<file path="config.mk">
export PLATFORM = sky130hd
export DESIGN_NAME = qmn_isqrt
export DESIGN_NICKNAME = d
export VERILOG_FILES = /design/src/design/qmn_pkg.sv /design/src/design/qmn_isqrt.sv
export SDC_FILE = /design/constraint.sdc
export NUM_CORES = 2
export LEC_CHECK = 0
export BUFFER_PORTS_ARGS = -buffer_cell sky130_fd_sc_hd__buf_2
export CAP_MARGIN = 5
export CORE_MARGIN = 2
export CORE_UTILIZATION = 55
export DETAILED_ROUTE_END_ITERATION = 7
export GPL_TIMING_DRIVEN = 0
export PLACE_DENSITY = 0.71
export SLEW_MARGIN = 20
export SYNTH_ARGS = -nofsm -noshare
export SYNTH_HDL_FRONTEND = slang
export SYNTH_SLANG_ARGS = --single-unit
</file>
<file path="constraint.sdc">
create_clock -name clk_i -period 4.3 [get_ports clk_i]
set_clock_uncertainty 0.2 [all_clocks]
set_input_delay 0.86 -clock clk_i [delete_from_list [all_inputs] [get_ports clk_i]]
set_output_delay 0.86 -clock clk_i [all_outputs]
set_load 0.02 [all_outputs]
</file>
<file path="src/design/qmn_pkg.sv">
// Shared constants for the normalized quaternion product pipeline.
package qmn_pkg;

  localparam int unsigned CW_DEFAULT = 16;
  localparam int unsigned FB_DEFAULT = 14;
  localparam int unsigned NORM_MSB   = 29;
  localparam int unsigned NORM_WIDTH = NORM_MSB + 1;
  localparam int unsigned SQRT_STEPS = 32;
  localparam int unsigned RAD_WIDTH  = 2 * SQRT_STEPS;
  localparam int unsigned NUM_TERMS  = 16;

  // Hamilton product terms: component index 0..3 = x, y, z, w
  localparam int unsigned TERM_A [NUM_TERMS] = '{3, 0, 1, 2,  3, 1, 2, 0,
                                                 3, 2, 0, 1,  3, 0, 1, 2};
  localparam int unsigned TERM_B [NUM_TERMS] = '{0, 3, 2, 1,  1, 3, 0, 2,
                                                 2, 3, 1, 0,  3, 0, 1, 2};
  localparam logic [NUM_TERMS-1:0] TERM_SUB = 16'b1110_1000_1000_1000;

endpackage

</file>
<file path="src/design/qmn_isqrt.sv">
// Pipelined bitwise integer square root, one result bit per stage.
module qmn_isqrt #(
  parameter int unsigned SIDE_WIDTH = 1
) (
  input  logic                               clk_i,
  input  logic                               rst_ni,
  input  logic                               valid_i,
  input  logic [qmn_pkg::RAD_WIDTH-1:0]      radicand_i,
  input  logic [SIDE_WIDTH-1:0]              side_i,
  output logic                               valid_o,
  output logic [qmn_pkg::SQRT_STEPS-1:0]     root_o,
  output logic [SIDE_WIDTH-1:0]              side_o
);
  import qmn_pkg::*;

  logic [RAD_WIDTH-1:0]  x_q    [SQRT_STEPS+1];
  logic [RAD_WIDTH-1:0]  res_q  [SQRT_STEPS+1];
  logic [SIDE_WIDTH-1:0] side_q [SQRT_STEPS+1];
  logic [SQRT_STEPS:0]   valid_q;

  always_comb begin
    x_q[0]     = radicand_i;
    res_q[0]   = '0;
    side_q[0]  = side_i;
    valid_q[0] = valid_i;
  end

  for (genvar i = 0; i < SQRT_STEPS; i++) begin : g_step
    localparam logic [RAD_WIDTH-1:0] Bit = RAD_WIDTH'(1) << (RAD_WIDTH - 2 - 2 * i);
    logic [RAD_WIDTH-1:0] trial;
    logic [RAD_WIDTH-1:0] x_d, res_d;

    always_comb begin
      trial = res_q[i] + Bit;
      if (x_q[i] >= trial) begin
        x_d   = x_q[i] - trial;
        res_d = (res_q[i] >> 1) + Bit;
      end else begin
        x_d   = x_q[i];
        res_d = res_q[i] >> 1;
      end
    end

    always_ff @(posedge clk_i) begin
      x_q[i+1]    <= x_d;
      res_q[i+1]  <= res_d;
      side_q[i+1] <= side_q[i];
    end

    always_ff @(posedge clk_i or negedge rst_ni) begin
      if (!rst_ni) begin
        valid_q[i+1] <= 1'b0;
      end else begin
        valid_q[i+1] <= valid_q[i];
      end
    end
  end

  assign valid_o = valid_q[SQRT_STEPS];
  assign root_o  = res_q[SQRT_STEPS][SQRT_STEPS-1:0];
  assign side_o  = side_q[SQRT_STEPS];

endmodule

</file>
==> flow_summary_export.csv <==
group,metric,value,unit
outcome,status,"complete, no violations",
placed_design,io_buffer_count,101,
setup_path,cp-start-kind,"flip-flop",
synthesis,ys_ff_latch,2576,
synthesis,ys_types,88,
setup_path,required,4.86,ns
placed_design,placed_cell_area,100000,um2
drt,routed_wl,246000,um
setup_path,r2r_end,"x_q[317]",
power,seq_power_share,45.2,%
cts,numCtsBuffers,240,
global_route,grt_pass1_vias,70300,
sta,post-route-period-util,98.2,%
synthesis,synth_warnings,0,
setup_path,end_kind,"flip-flop",
sta,hold_violations,0,
synthesis,ys.flop_type,"dfxtp_1",
sta,slew_headroom,19.8,%
sta,min_period,4.22,ns
setup_path,crit_arrival,4.78,ns
global_route,overflow,0,
sta,setup_violations,0,
layout,nets,10800,
cts,cts-root-buf,"clkbuf_16",
synthesis,syn_inst,9723,
drt,drt_pass1_iterations,6,
cts,clkSinkCount,2576,
setup_path,critPathKind,"flip-flop to flip-flop",
global_route,antenna_found_initial,11,
power,swShare,32.4,%
layout,multiInputGateArea,42200,um2
floorplan,start_util,55.2,%
power,intPower,50.5,mW
synthesis,syn-num-nets,10300,
power,netSwitchingPower,24.2,mW
setup_path,worst-r2r-setup-slack,0.08,ns
layout,regArea,51700,um2
global_route,grt_usage,26.7,%
drt,ant_nets,0,
drt,vias,71000,
synthesis,synth-seq-area-share,53.3,%
power,p_clk_share,30.8,%
synthesis,ys_async_sr_fraction,1.24,%
placed_design,dpl.hpwl,189000,um
sta,tightestPinTransition,1.19,ns
cts,cts_tree,"yes",
sta,maxClockFrequency,0.237,GHz
floorplan,io_pins,102,
power,combPwrFrac,23.9,%
layout,drive_gt1_share,7.48,%
cts,clk_latency,0.92,ns
setup_path,reg2reg_from,"res_q[331]",
run,drv_cap,0,
layout,utilization,62.9,%
floorplan,die_area,180000,um2
sta,fin_setup_tns,0,ns
setup_path,crit_fanout,5,
drt,first_iter_violations,4950,
cts,path_clk_slew,0.07,ns
min_path,whs_path_depth,3,
power,leakagePower,50.1,nW
sta,drv_slew,0,
min_path,holdCritStartpoint,"radicand_i[62]",
synthesis,synth_edf_count,0,
power,power.density,675,nW/um2
min_path,hp-class,"input port to flip-flop",
drt,avgViaCountPerCell,5.59,
synthesis,syn_area,97000,um2
synthesis,avgSynthCellArea,9.98,um2
layout,final_cell_mix,"2544 x dfxtp_1, 686 x inv_1, 629 x nand2_1, 626 x nor2_1, 557 x ha_1",
sta,rsz0062_at_grt,"true",
floorplan,fp-row-count,154,
global_route,grt_max_degree,33,
min_path,hold_end,"x_q[2046]",
floorplan,die_w,424,um
cts,h-tree-depth,4,
layout,layout_commonest_cell,"dfxtp_1",
layout,fill_cells,14300,
placed_design,gp_congestion,0.924,
global_route,grt_pass1_wl,385000,um
floorplan,core,176000,um2
cts,cts_max_path_buffers,3,
setup_path,reg2regPathDepth,12,
drt,drc,0,
layout,fin_area,110000,um2
floorplan,die_h,424,um
layout,syn_to_final_growth,13.9,%
power,ir_worst_vdd,0.515,mV
drt,drt-wirelength-per-cell,19.4,um
==> synthesized netlist by cell type (all sizes together), types with 48 or more instances <==
master     n  area share (%)
nor4     354             2.3
nand2b   115            0.74
o31ai     48            0.37
or4       77            0.60
o21ai    504             2.6
o21bai    57            0.44
nand2    630             2.4
nand3    155            0.80
inv      688             2.7
a211oi    54            0.42
xor2     416             3.8
mux2      67            0.78
dfxtp   2544              53
a21oi    554             2.9
or3      109            0.71
a21o     224             1.7
nor2b     62            0.40
ha       558             7.2
nand4    171             1.1
nor4b     49            0.44
nor2     627             2.4
nor3     286             1.5
clkbuf   190            0.74
o21a     103            0.80
xnor2    463             4.2
a31oi     53            0.34
==> what timing repair did <==
action	CTS	global route
gates resized for setup	47	55
buffers inserted	4	5
hold endpoints to repair	97	0
cloned	1	0
pin swaps	6	7
setup endpoints to repair	194	216
hold buffers	66	0
==> through the flow <==
step                instances  setup slack [ns]  hold slack (ns)  total power [mW]
floorplan                9723             0.644            0.110              45.9
global placement        12200             -1.58            0.109              51.2
detailed placement      12200             -1.60            0.112              51.5
CTS                     12700           0.00467          0.00742              74.7
global route            12700           -0.0435           0.0381              78.5
finish                  12700            0.0786           0.0707              74.6
==> layout make-up <==
class                           count  area share [%]
Buffer                            207           0.777
Inverter                          693            2.36
Sequential cell                  2576            46.8
Antenna cell                        6          0.0136
Tap cell                         2340            2.65
Clock inverter                    155            2.08
Timing Repair Buffer              178            1.13
Multi-Input combinational cell   6242            38.2
Clock buffer                      305            5.97
==> logic make-up (layout without fill, tap and decap cells) <==
group,Yosys count,in the layout,synth area share (%)
AO/OA/AOI/OAI,1841,1842,11.8
XOR/XNOR,879,879,7.94
adder cells (fa/ha/maj),558,558,7.20
buffers and inverters,906,1538,3.54
flip-flops,2576,2576,53.3
multiplexers,79,79,0.902
other,0,6,0
AND/OR/NAND/NOR,2884,2884,15.3
==> layer usage <==
metal	up-vias	global-route usage, %	share of wire, %
met1	34000	36.2	46
met4	2	7.53	2.4
met5	-	0	0.0053
met2	1753	44.7	47
li1	34800	-	-
met3	411	3.48	4.7
==> state kept, by name (all words and copies together), names as in the netlist <==
name     count
res_q      496
x_q       1984
root_o      32
valid_q     31
side_o       1
valid_o      1
side_q      31
==> how the worst max path moves through the flow <==
stage	startpoint	endpoint	slack, ns	cells after the start
floorplan	x_q[1204]	x_q[1136]	0.64	9
global placement	res_q[356]	x_q[299]	-1.58	15
detailed placement	res_q[356]	x_q[299]	-1.60	15
CTS	res_q[132]	x_q[91]	0.005	13
global route	res_q[154]	x_q[127]	-0.04	12
finish	res_q[331]	x_q[317]	0.08	12
==> power groups by stage <==
stage	combinational, mW	sequential, mW	clock [mW]
finish	17.9	33.7	23.0
floorplan	13.6	32.3	0
global placement	17.1	34.1	0
global route	19.8	34.2	24.4
detailed placement	17.4	34.2	0
CTS	17.7	33.7	23.4
==> critical path, cell delays in order, from the launching register on <==
cell and delay [ns]:
dfxtp_1 0.36, inv_1 0.06, ha_1 0.33, or4b_2 0.61, nor4_2 0.34, nand4_1 0.46
nand4b_1 0.30, or2_2 0.16, nor3_1 0.09, clkbuf_8 0.21, a2111o_2 0.51, nor4_2 0.20
xor2_1 0.24
No activity file was read; power rests on OpenSTA's default activity.
